===== config.mk =====
export PLATFORM = sky130hd
export DESIGN_NAME = extended_gcd_bezout_flat
export DESIGN_NICKNAME = d
export VERILOG_FILES = /design/src/hw/rtl/egb_pkg.sv /design/src/hw/rtl/egb_if.sv /design/src/hw/rtl/egb_divider.sv /design/src/hw/rtl/extended_gcd_bezout.sv /design/src/flat_wrapper.sv
export SDC_FILE = /design/constraint.sdc
export NUM_CORES = 2
export LEC_CHECK = 0
export BUFFER_PORTS_ARGS = -buffer_cell sky130_fd_sc_hd__buf_2
export CAP_MARGIN = 20
export CORE_ASPECT_RATIO = 1.1
export CORE_MARGIN = 10
export CORE_UTILIZATION = 58
export CTS_BUF_LIST = sky130_fd_sc_hd__clkbuf_4
export DETAILED_ROUTE_END_ITERATION = 16
export PLACE_DENSITY = 0.88
export SETUP_SLACK_MARGIN = 0.2
export SYNTH_ARGS = -nofsm -noshare
export SYNTH_HDL_FRONTEND = slang
export SYNTH_SLANG_ARGS = --single-unit

===== constraint.sdc =====
create_clock -name clk -period 7.9 [get_ports clk]
set_clock_uncertainty 0.15 [all_clocks]
set_input_delay 0.395 -clock clk [delete_from_list [all_inputs] [get_ports clk]]
set_output_delay 0.395 -clock clk [all_outputs]
set_load 0.02 [all_outputs]

===== src/hw/rtl/egb_pkg.sv =====
// ----------------------------------------------------------------------------
// egb_pkg
// Shared widths, microcode encoding and control structs of the extended
// Euclid block.
// ----------------------------------------------------------------------------
package egb_pkg;

  localparam int WIDTH     = 32;
  localparam int OPND_W    = 31;
  localparam int COEF_W    = 32;
  localparam int STEP_CAP  = (3 * WIDTH) / 2 + 4;
  localparam int STEP_W    = $clog2(STEP_CAP + 1);
  localparam int DIV_CNT_W = $clog2(OPND_W + 1);
  localparam int PC_W      = 3;

  typedef logic [PC_W-1:0] pc_t;

  localparam pc_t PC_IDLE     = 3'd0;
  localparam pc_t PC_TEST     = 3'd1;
  localparam pc_t PC_DIV_INIT = 3'd2;
  localparam pc_t PC_DIV_STEP = 3'd3;
  localparam pc_t PC_MUL_S    = 3'd4;
  localparam pc_t PC_UPD_S    = 3'd5;
  localparam pc_t PC_UPD_T    = 3'd6;
  localparam pc_t PC_EMIT     = 3'd7;

  typedef enum logic [2:0] {
    OP_NOP,
    OP_LOAD,
    OP_DIV_INIT,
    OP_DIV_STEP,
    OP_MUL_S,
    OP_UPD_S,
    OP_UPD_T,
    OP_EMIT
  } op_t;

  typedef enum logic [2:0] {
    JC_NEXT,
    JC_ALWAYS,
    JC_WAIT_IN,
    JC_LOOP_END,
    JC_DIV_MORE,
    JC_OUT_BUSY
  } cond_t;

  typedef struct packed {
    op_t   op;
    cond_t cond;
    pc_t   target;
  } ucode_t;

  typedef struct packed {
    logic start;
    logic step;
  } div_ctrl_t;

  typedef struct packed {
    logic last;
  } div_stat_t;

  function automatic ucode_t ucode_rom(input pc_t pc);
    ucode_t uc;
    case (pc)
      PC_IDLE:     uc = '{op: OP_LOAD,     cond: JC_WAIT_IN,  target: PC_IDLE};
      PC_TEST:     uc = '{op: OP_NOP,      cond: JC_LOOP_END, target: PC_EMIT};
      PC_DIV_INIT: uc = '{op: OP_DIV_INIT, cond: JC_NEXT,     target: PC_DIV_INIT};
      PC_DIV_STEP: uc = '{op: OP_DIV_STEP, cond: JC_DIV_MORE, target: PC_DIV_STEP};
      PC_MUL_S:    uc = '{op: OP_MUL_S,    cond: JC_NEXT,     target: PC_MUL_S};
      PC_UPD_S:    uc = '{op: OP_UPD_S,    cond: JC_NEXT,     target: PC_UPD_S};
      PC_UPD_T:    uc = '{op: OP_UPD_T,    cond: JC_ALWAYS,   target: PC_TEST};
      PC_EMIT:     uc = '{op: OP_EMIT,     cond: JC_OUT_BUSY, target: PC_EMIT};
      default:     uc = '{op: OP_NOP,      cond: JC_ALWAYS,   target: PC_IDLE};
    endcase
    return uc;
  endfunction

endpackage


===== src/hw/rtl/egb_if.sv =====
// ----------------------------------------------------------------------------
// egb_if
// Valid/ready channels for operand requests and gcd results.
// ----------------------------------------------------------------------------
interface egb_in_if;
  logic                       valid;
  logic                       ready;
  logic [egb_pkg::OPND_W-1:0] operand_a;
  logic [egb_pkg::OPND_W-1:0] operand_b;

  modport source (output valid, output operand_a, output operand_b, input ready);
  modport sink   (input valid, input operand_a, input operand_b, output ready);
endinterface

interface egb_out_if;
  logic                              valid;
  logic                              ready;
  logic signed [egb_pkg::COEF_W-1:0] coeff_x;
  logic signed [egb_pkg::COEF_W-1:0] coeff_y;
  logic        [egb_pkg::OPND_W-1:0] divisor;

  modport source (output valid, output coeff_x, output coeff_y, output divisor, input ready);
  modport sink   (input valid, input coeff_x, input coeff_y, input divisor, output ready);
endinterface


===== src/hw/rtl/egb_divider.sv =====
// ----------------------------------------------------------------------------
// egb_divider
// Restoring divider that produces one quotient bit per step.
// ----------------------------------------------------------------------------
module egb_divider (
  input  logic                       clk,
  input  logic                       rst_n,
  input  egb_pkg::div_ctrl_t         ctrl,
  input  logic [egb_pkg::OPND_W-1:0] dividend,
  input  logic [egb_pkg::OPND_W-1:0] divisor_in,
  output logic [egb_pkg::OPND_W-1:0] quotient,
  output logic [egb_pkg::OPND_W-1:0] remainder,
  output egb_pkg::div_stat_t         stat
);

  logic [egb_pkg::OPND_W-1:0]    quo_r, quo_nxt;
  logic [egb_pkg::OPND_W-1:0]    rem_r, rem_nxt;
  logic [egb_pkg::DIV_CNT_W-1:0] cnt_r, cnt_nxt;
  logic [egb_pkg::OPND_W:0]      trial;
  logic [egb_pkg::OPND_W:0]      diff;
  logic                          fits;

  always_comb begin
    trial   = {rem_r, quo_r[egb_pkg::OPND_W-1]};
    diff    = trial - {1'b0, divisor_in};
    fits    = (trial >= {1'b0, divisor_in});
    quo_nxt = quo_r;
    rem_nxt = rem_r;
    cnt_nxt = cnt_r;
    if (ctrl.start) begin
      quo_nxt = dividend;
      rem_nxt = '0;
      cnt_nxt = egb_pkg::DIV_CNT_W'(egb_pkg::OPND_W);
    end else if (ctrl.step) begin
      quo_nxt = {quo_r[egb_pkg::OPND_W-2:0], fits};
      rem_nxt = fits ? diff[egb_pkg::OPND_W-1:0] : trial[egb_pkg::OPND_W-1:0];
      cnt_nxt = cnt_r - 1'b1;
    end
  end

  always_ff @(posedge clk) begin
    if (!rst_n) begin
      cnt_r <= '0;
    end else begin
      cnt_r <= cnt_nxt;
    end
  end

  always_ff @(posedge clk) begin
    quo_r <= quo_nxt;
    rem_r <= rem_nxt;
  end

  assign quotient  = quo_r;
  assign remainder = rem_r;
  assign stat.last = (cnt_r == egb_pkg::DIV_CNT_W'(1));

endmodule


===== src/hw/rtl/extended_gcd_bezout.sv =====
// Each request runs n Euclid steps, n being at most 52 (45 for the worst 31-bit operands).
// Each step runs the loop test, the bit-serial divider (load and 31 quotient bits) and
// then the shared multiplier and the register updates.
// One request at a time; the next is accepted only after the result is emitted, and the
// emit step waits while the result channel still holds an unaccepted result.
// Reset is synchronous and active low; it returns the sequencer to idle.
// ----------------------------------------------------------------------------
// extended_gcd_bezout
// Microcoded extended Euclid unit returning gcd(a,b) and Bezout coefficients.
// ----------------------------------------------------------------------------
module extended_gcd_bezout (
  input  logic      clk,
  input  logic      rst_n,
  egb_in_if.sink    in_ch,
  egb_out_if.source out_ch
);

  egb_pkg::pc_t     pc_r, pc_nxt;
  egb_pkg::ucode_t  uc;
  logic             jump;
  logic             loop_end;
  logic             in_fire;
  logic             emit_go;
  logic             out_valid_r, out_valid_nxt;

  logic [egb_pkg::STEP_W-1:0] step_cnt_r, step_cnt_nxt;

  logic [egb_pkg::OPND_W-1:0] r_prev_r, r_cur_r;
  logic [egb_pkg::COEF_W-1:0] s_prev_r, s_cur_r, t_prev_r, t_cur_r;
  logic [egb_pkg::COEF_W-1:0] prod_r;
  logic [egb_pkg::COEF_W-1:0] mul_a, mul_b, mul_res;

  logic signed [egb_pkg::COEF_W-1:0] coeff_x_r, coeff_y_r;
  logic        [egb_pkg::OPND_W-1:0] divisor_r;

  egb_pkg::div_ctrl_t         div_ctrl;
  egb_pkg::div_stat_t         div_stat;
  logic [egb_pkg::OPND_W-1:0] div_quo, div_rem;

  assign uc       = egb_pkg::ucode_rom(pc_r);
  assign in_fire  = in_ch.valid && in_ch.ready;
  assign loop_end = (r_cur_r == '0) ||
                    (step_cnt_r == egb_pkg::STEP_W'(egb_pkg::STEP_CAP));
  assign emit_go  = (uc.op == egb_pkg::OP_EMIT) && !(out_valid_r && !out_ch.ready);

  always_comb begin
    case (uc.cond)
      egb_pkg::JC_NEXT:     jump = 1'b0;
      egb_pkg::JC_ALWAYS:   jump = 1'b1;
      egb_pkg::JC_WAIT_IN:  jump = !in_ch.valid;
      egb_pkg::JC_LOOP_END: jump = loop_end;
      egb_pkg::JC_DIV_MORE: jump = !div_stat.last;
      egb_pkg::JC_OUT_BUSY: jump = out_valid_r && !out_ch.ready;
      default:              jump = 1'b0;
    endcase
    pc_nxt = jump ? uc.target : pc_r + 1'b1;

    step_cnt_nxt = step_cnt_r;
    if (in_fire) begin
      step_cnt_nxt = '0;
    end else if (uc.op == egb_pkg::OP_UPD_T) begin
      step_cnt_nxt = step_cnt_r + 1'b1;
    end

    out_valid_nxt = out_valid_r;
    if (emit_go) begin
      out_valid_nxt = 1'b1;
    end else if (out_ch.ready) begin
      out_valid_nxt = 1'b0;
    end
  end

  always_ff @(posedge clk) begin
    if (!rst_n) begin
      pc_r        <= egb_pkg::PC_IDLE;
      step_cnt_r  <= '0;
      out_valid_r <= 1'b0;
    end else begin
      pc_r        <= pc_nxt;
      step_cnt_r  <= step_cnt_nxt;
      out_valid_r <= out_valid_nxt;
    end
  end

  assign div_ctrl.start = (uc.op == egb_pkg::OP_DIV_INIT);
  assign div_ctrl.step  = (uc.op == egb_pkg::OP_DIV_STEP);

  egb_divider u_div (
    .clk        (clk),
    .rst_n      (rst_n),
    .ctrl       (div_ctrl),
    .dividend   (r_prev_r),
    .divisor_in (r_cur_r),
    .quotient   (div_quo),
    .remainder  (div_rem),
    .stat       (div_stat)
  );

  assign mul_a   = egb_pkg::COEF_W'(div_quo);
  assign mul_b   = (uc.op == egb_pkg::OP_UPD_S) ? t_cur_r : s_cur_r;
  assign mul_res = mul_a * mul_b;

  always_ff @(posedge clk) begin
    if (in_fire) begin
      r_prev_r <= in_ch.operand_a;
      r_cur_r  <= in_ch.operand_b;
      s_prev_r <= egb_pkg::COEF_W'(1);
      s_cur_r  <= '0;
      t_prev_r <= '0;
      t_cur_r  <= egb_pkg::COEF_W'(1);
    end
    case (uc.op)
      egb_pkg::OP_MUL_S: begin
        prod_r <= mul_res;
      end
      egb_pkg::OP_UPD_S: begin
        s_prev_r <= s_cur_r;
        s_cur_r  <= s_prev_r - prod_r;
        prod_r   <= mul_res;
      end
      egb_pkg::OP_UPD_T: begin
        t_prev_r <= t_cur_r;
        t_cur_r  <= t_prev_r - prod_r;
        r_prev_r <= r_cur_r;
        r_cur_r  <= div_rem;
      end
      default: begin
      end
    endcase
    if (emit_go) begin
      coeff_x_r <= s_prev_r;
      coeff_y_r <= t_prev_r;
      divisor_r <= r_prev_r;
    end
  end

  assign in_ch.ready    = (uc.op == egb_pkg::OP_LOAD);
  assign out_ch.valid   = out_valid_r;
  assign out_ch.coeff_x = coeff_x_r;
  assign out_ch.coeff_y = coeff_y_r;
  assign out_ch.divisor = divisor_r;

`ifndef NO_ASSERTIONS
  a_rem_below_divisor: assert property (@(posedge clk) disable iff (!rst_n)
    (pc_r == egb_pkg::PC_MUL_S) |-> (div_rem < r_cur_r))
    else $error("Divider remainder not below divisor.");

  a_step_cap: assert property (@(posedge clk) disable iff (!rst_n)
    step_cnt_r <= egb_pkg::STEP_W'(egb_pkg::STEP_CAP))
    else $error("Euclid step count exceeds its cap.");

  a_result_from_emit: assert property (@(posedge clk) disable iff (!rst_n)
    $rose(out_valid_r) |-> ($past(pc_r) == egb_pkg::PC_EMIT))
    else $error("Result raised outside the emit step.");

  a_load_restarts: assert property (@(posedge clk) disable iff (!rst_n)
    in_fire |=> (pc_r == egb_pkg::PC_TEST) && (step_cnt_r == '0))
    else $error("Accepted request did not restart the sequence.");
`endif

endmodule

===== src/flat_wrapper.sv =====
// flat-port wrapper written by rule: the top's interface ports become plain ports
module extended_gcd_bezout_flat 
  (clk, rst_n, in_ch_valid, in_ch_operand_a, in_ch_operand_b, in_ch_ready, out_ch_valid, out_ch_coeff_x, out_ch_coeff_y, out_ch_divisor, out_ch_ready);
  egb_in_if in_ch_i ();
  egb_out_if out_ch_i ();
  input  logic clk;
  input  logic rst_n;
  input wire logic [$bits(in_ch_i.valid)-1:0] in_ch_valid;
  input wire logic [$bits(in_ch_i.operand_a)-1:0] in_ch_operand_a;
  input wire logic [$bits(in_ch_i.operand_b)-1:0] in_ch_operand_b;
  output wire logic [$bits(in_ch_i.ready)-1:0] in_ch_ready;
  output wire logic [$bits(out_ch_i.valid)-1:0] out_ch_valid;
  output wire logic [$bits(out_ch_i.coeff_x)-1:0] out_ch_coeff_x;
  output wire logic [$bits(out_ch_i.coeff_y)-1:0] out_ch_coeff_y;
  output wire logic [$bits(out_ch_i.divisor)-1:0] out_ch_divisor;
  input wire logic [$bits(out_ch_i.ready)-1:0] out_ch_ready;
  assign in_ch_i.valid = in_ch_valid;
  assign in_ch_i.operand_a = in_ch_operand_a;
  assign in_ch_i.operand_b = in_ch_operand_b;
  assign in_ch_ready = in_ch_i.ready;
  assign out_ch_valid = out_ch_i.valid;
  assign out_ch_coeff_x = out_ch_i.coeff_x;
  assign out_ch_coeff_y = out_ch_i.coeff_y;
  assign out_ch_divisor = out_ch_i.divisor;
  assign out_ch_i.ready = out_ch_ready;
  extended_gcd_bezout u_core (.clk(clk), .rst_n(rst_n), .in_ch(in_ch_i), .out_ch(out_ch_i));
endmodule

* Yosys cells after proc, flatten, opt, wreduce, memory -nomap -nowiden *
Memory sizes are Yosys's and may differ from the RTL's. A register that Yosys moved wholly into a read port is not among the register bits.
Index checks and enable logic that the tools add are counted.
Widths: inputs -> output; s select.

word-level totals
  memory bits (read-only) = 72
  bits in registers = 394
  output and inout bits = 97
  memories = 1

memories
  name              words  width  rd ports  clocked after memory_dff  write ports  RTL line       text
  (name not given)  8      9      1         1                         0            egb_pkg.sv:64  case (pc)

operators by class
  $lt $le $gt $ge = 1
  equality and inequality tests = 14
  add/sub/neg operators = 6
  $mul = 1
  bitwise operators = 1
  reduce and logical (&&, ||, !) cells = 15
  mux-type cells = 21

operators by type and width
  kind                 count
  $mux 32              7
  $mux 31              7
  $sub 32x32->32       2
  $ge 32x31->1         1
  $mul 31x32->32       1
  $logic_not 31->1     1
  $sub 31x31->31       1
  $eq 3x3->1 const B   6
  $eq 3x2->1 const B   4
  $mux 5               2
  $reduce_bool 2->1    4
  $add 6x1->6 const B  1
  $eq 3x1->1 const B   2
  $eq 6x6->1 const B   1
  $mux 3               2
  $eq 5x1->1 const B   1
  $pmux 1 s5           1
  $sub 5x1->5 const B  1
  $logic_not 1->1      4
  $reduce_or 2->1      2
  $add 3x1->3 const B  1
  $logic_and 1x1->1    3
  $mux 1               2
  $logic_or 1x1->1     1
  $not 1->1            1

* Depth between registers and ports, before layout *
  depth in word-level cells = 5
  mapped depth = 35
  gate-level depth less buffers = 30

* Hierarchy *
Synthesis repeated with hierarchy kept, for this count alone.

second synthesis, totals
  cell total of the unflattened synthesis = 3517
  area, all modules = 35547.8 um^2

by module, submodules not included
  module               times used  cells an instance  sequential area each (um^2)  area each (um^2)
  extended_gcd_bezout  1           2975               9899.5                       30691.9
  egb_divider          1           542                1651.6                       4855.9

* Least setup slack after synthesis *
No wires, ideal clock.

  path type = reg2reg
  start = reg u_core.uc[6] (netlist name)
  end = reg u_core.prod_r[27] (netlist name), data pin
  library setup time = 0.259 ns
  arrival time = 7.436 ns
  clock period less this slack = 7.845 ns
  setup slack = 0.055 ns
  stages on the path, launching flop included = 31
  path through = dfxtp_1 > buf_4 > and3b_1 > buf_6 > buf_6 > mux2_4 > clkbuf_1 > clkbuf_1 > nand2_1 > fa_1 > fa_1 > inv_1 > fa_1 > inv_1 > fa_1 > fa_1 > inv_1 > fa_1 > inv_1 > fa_1 > fa_1 > inv_1 > ha_1 > o211a_1 > and4_1 > nor3_1 > nand2b_1 > o21ai_0 > a31oi_1 > nor2b_1 > xnor2_1

between the ends
  longest elaborated chain between the ends = 3

RTL lines
  element                       RTL line                    text
  $eq 3x3->1                    extended_gcd_bezout.sv:100  assign mul_b = (uc.op == egb_pkg::OP_UPD_S) ? t_cur_r : s_cur_r;
  $mux 32                       extended_gcd_bezout.sv:100
  $mul 31x32->32                extended_gcd_bezout.sv:101  assign mul_res = mul_a * mul_b;
  via u_core.mul_res (one bit)  extended_gcd_bezout.sv:31   logic [egb_pkg::COEF_W-1:0] mul_a, mul_b, mul_res;
  end signal: assignment        extended_gcd_bezout.sv:114  prod_r <= mul_res;
  end signal: assignment        extended_gcd_bezout.sv:119  prod_r <= mul_res;
  end: declaration              extended_gcd_bezout.sv:30   logic [egb_pkg::COEF_W-1:0] prod_r;

The timed path passes the listed nets, and every way through them passes these cells.
A chain may end at the register's enable or synchronous reset.

* Worst setup path in the final report *
  start = reg u_core.uc[6] (netlist name)
  end = reg u_core.prod_r[28] (netlist name), data pin

between the ends
  longest elaborated chain between the ends = 3

RTL lines
  element                       RTL line
  $eq 3x3->1                    extended_gcd_bezout.sv:100
  $mux 32                       extended_gcd_bezout.sv:100
  $mul 31x32->32                extended_gcd_bezout.sv:101
  via u_core.mul_res (one bit)  extended_gcd_bezout.sv:31

The timed path passes the listed nets, and every way through them passes these cells.

==> impl_results.md <==
- Share of cells above drive strength 1: around 14%
- Global-route wire length before repair: ~150000 um
- Clk_lat worst skew: ~0.91 ns
- Via density: roughly 5.9
- Nets: roughly 4400
- Hold WC Path Type: primary input to flop
- H-tree Lvls: 3
- Critical Path Source Type: flop
- Crit-path most repeated cell: fa_1
- Critical Path AT: 8.27 ns
- Filler Cell Count: about 4000
- Drt wl/cell: between 20 and 25 um
- Data required, critical path: 8.39 ns
- Minimum clock period: 7.78 ns
- Min-Delay Endpoint: u_core.r_cur_r[2]
- Simple-gate share of the synthesized area: between 15 and 20%
- Avg Cell Area, Syn: 10.3 sq um
- Highest Clock Rate: between 100 and 150 MHz
- Initial antenna violation count: 7
- Max-slew headroom: approximately 36%
- Min-Delay Path Depth: 4
- Synth area leader: edfxtp_1
- Post-Syn Area: roughly 35000 sq um
- Crit path max-delay cell type: fa_1
- Die Height: about 280 um
- Router iterations before antenna repair: 7
- Worst path max stage delay: 0.56 ns
- IO buf count: around 160
- Final WL: 101000 um
- Syn_nets: roughly 4100
- Synth Register Bits: 403
- Top fanout value on the critical path: 13
- Post-synth EDFFs: 348
- Vias: between 20000 and 30000
- Crit path kind: flop to flop
- Register-to-register setup slack: around 0.12 ns
- CTS Buffer Depth: 3
- Final Slew Violations: 0
- Synth top area share: 29.5%
- Core area: around 60000 sq um
- Most frequent cells after synthesis: nand2_1 (503), inv_1 (474), fa_1 (412)
- Multiplexer share of the synthesized area: 2.76%
- Num rows: 94
- Final hold violations: 0
- Depth of the most critical reg-to-reg path: 29
- Top post-synthesis cells by area: edfxtp_1 (30%), fa_1 (23%), ha_1 (7.8%)
- RSZ-0062 raised after global routing: yes
- Pre-CTS setup slack: -0.0560 ns
- CP top delay family: adder cells
- Xor/xnor cell area share of the yosys netlist: between 4 and 5%
- Max-cap violations: 0
- Synth Warn #: 0
- Crit end category: flop
- Buffers & Inverters on Critical Path: 7
- Synth Instances: between 3000 and 4000
- GRT Resource Usage Total: 26.8%
- Count leader, synth: nand2_1
- Sink Count: 403
- Synth Area in Adders: between 30% and 40%
- Worst setup margin: 0.120 ns
- Fraction of registers with async set or reset after synthesis: 0%
- Largest family of logic cells by synthesized area: adder cells
- Clock Tree Root: clkbuf_4
- Largest net degree at the start of global routing: 96
- Worst r2r src: u_core.uc[6]
- Setup violators final: 0
- Worst-Margin Slew: around 0.95 ns
- CTS tree: done
- Register Area: between 10000 and 15000 sq um
- Num CTS Buffers: between 90 and 100
- Number of global-route vias before repair: roughly 28000
- DRC viols: 0
- Final ANT Viol Nets: 0
- Compound-gate portion of the synthesized area: about 7.3%
- Sequential fraction of the synthesis area: 32.6%
- Post-DP HPWL: just over 70000 um
- Status: completed
- Die area: 71400 sq um
- GRT Residual Overflow: 0
- GPL Wtd Cong: slightly below 1
- Post-synth top flop: edfxtp_1
- Multi-input logic area: approximately 22000 sq um
- # IOs: approximately 160
- Area grow syn2layout: 12.8%
- Starting Density: around three fifths
- Die width: approximately 260 um
- Post-synth cell types: 80
- Post-route clock period utilization: 98.5%
- Worst R2R End: u_core.prod_r[28]
- Clock slew at reported path FFs: ~0.070 ns
- Drt first-iter violations: about 2800
- Hold Crit Start: in_ch_operand_b[2]
==> final cells by class <==
type / count / area share [%]
antenna: 7 / 0.0438
multi-input combinational: 2413 / 54.8
clock buffer: 133 / 2.50
tap: 816 / 2.56
inverter: 475 / 4.46
sequential: 403 / 28.9
clock inverter: 44 / 0.836
timing repair buffer: 319 / 5.90
==> kinds of logic after synthesis <==
kind of cell	after synthesis
flip-flops	403
buffers and inverters	622
XOR/XNOR	167
multiplexers	87
AO/OA/AOI/OAI	408
AND/OR/NAND/NOR	1108
adder cells (fa/ha/maj)	634
==> layer usage <==
metal,routed length [um],vias to the layer above,global-route usage [%]
li1,-,11800,-
met3,9150,467,4.56
met4,7810,2,17.6
met2,49800,1784,46.4
met1,33800,13400,30.3
met5,13,-,0
==> tightest hold or removal path, cell delays in order <==
cell,delay [ns]
dlygate4sd3_1,0.52
buf_2,0.10
nand2_1,0.04
nand2_1,0.06
==> sequential cells by signal, summed over array words and instances (netlist names), 9 cells and up <==
name,count
u_core.r_cur_r,31
u_core.out_ch.coeff_y,32
u_core.uc,9
u_core.s_cur_r,32
u_core.u_div.remainder,31
u_core.out_ch.divisor,31
u_core.prod_r,32
u_core.r_prev_r,31
u_core.out_ch.coeff_x,32
u_core.s_prev_r,32
u_core.t_cur_r,32
u_core.u_div.quotient,31
u_core.t_prev_r,32
==> layout by cell type, fill, tap and decap left out, types with 10 or more instances in the layout <==
cell,instances
a211oi_1,15
a21o_1,49
a21oi_1,94
a31oi_1,11
and2_1,315
buf_2,162
buf_4,73
clkbuf_4,133
clkinv_1,31
dfxtp_1,54
dlygate4sd3_1,65
edfxtp_1,348
fa_1,408
ha_1,210
inv_1,473
mux2_2,44
mux2_4,24
mux2i_1,28
nand2_1,500
nand2b_1,27
nand3_1,29
nand4_1,15
nor2_1,103
nor2b_1,30
nor3_1,19
nor4_1,10
o21a_1,20
o21ai_0,117
xnor2_1,104
xor2_1,57
==> how the worst max path moves through the flow <==
| stage | startpoint | to | slack [ns] | cells past startpoint |
|---|---|---|---|---|
| 6_report | u_core.uc[6] | u_core.prod_r[28] | 0.12 | 29 |
| 2_1_floorplan | u_core.uc[8] | u_core.prod_r[27] | 0.23 | 30 |
| 3_3_place_gp | u_core.uc[6] | u_core.prod_r[27] | 0.14 | 25 |
| 5_1_grt | u_core.uc[7] | u_core.prod_r[27] | -0.002 | 26 |
| 4_1_cts | u_core.uc[6] | u_core.prod_r[24] | 0.20 | 24 |
| 3_5_place_dp | u_core.uc[6] | u_core.prod_r[27] | -0.06 | 25 |
==> repair_timing <==
item	CTS	global route
pin swaps	1	22
gates resized for setup	18	68
buffers inserted	0	17
endpoints found under the hold margin	84	0
setup endpoints to repair	8	10
hold buffers	65	0
cloned	0	13
==> metrics by stage <==
stage	TNS, ns	instance area [sq um]	std cells	hold slack, ns	util (%)
finish	0	39900	4610	0.176	66.5
global route	-0.00151	39900	4609	0.131	66.5
CTS	0	39300	4572	0.0996	65.4
detailed placement	-0.108	37200	4330	0.287	62.0
global placement	0	37200	4330	0.279	62.0
floorplan	0	35400	3429	0.270	-
Power is not shown: default switching activity piles up to over one toggle a cycle in this logic, so the estimate is an artifact.
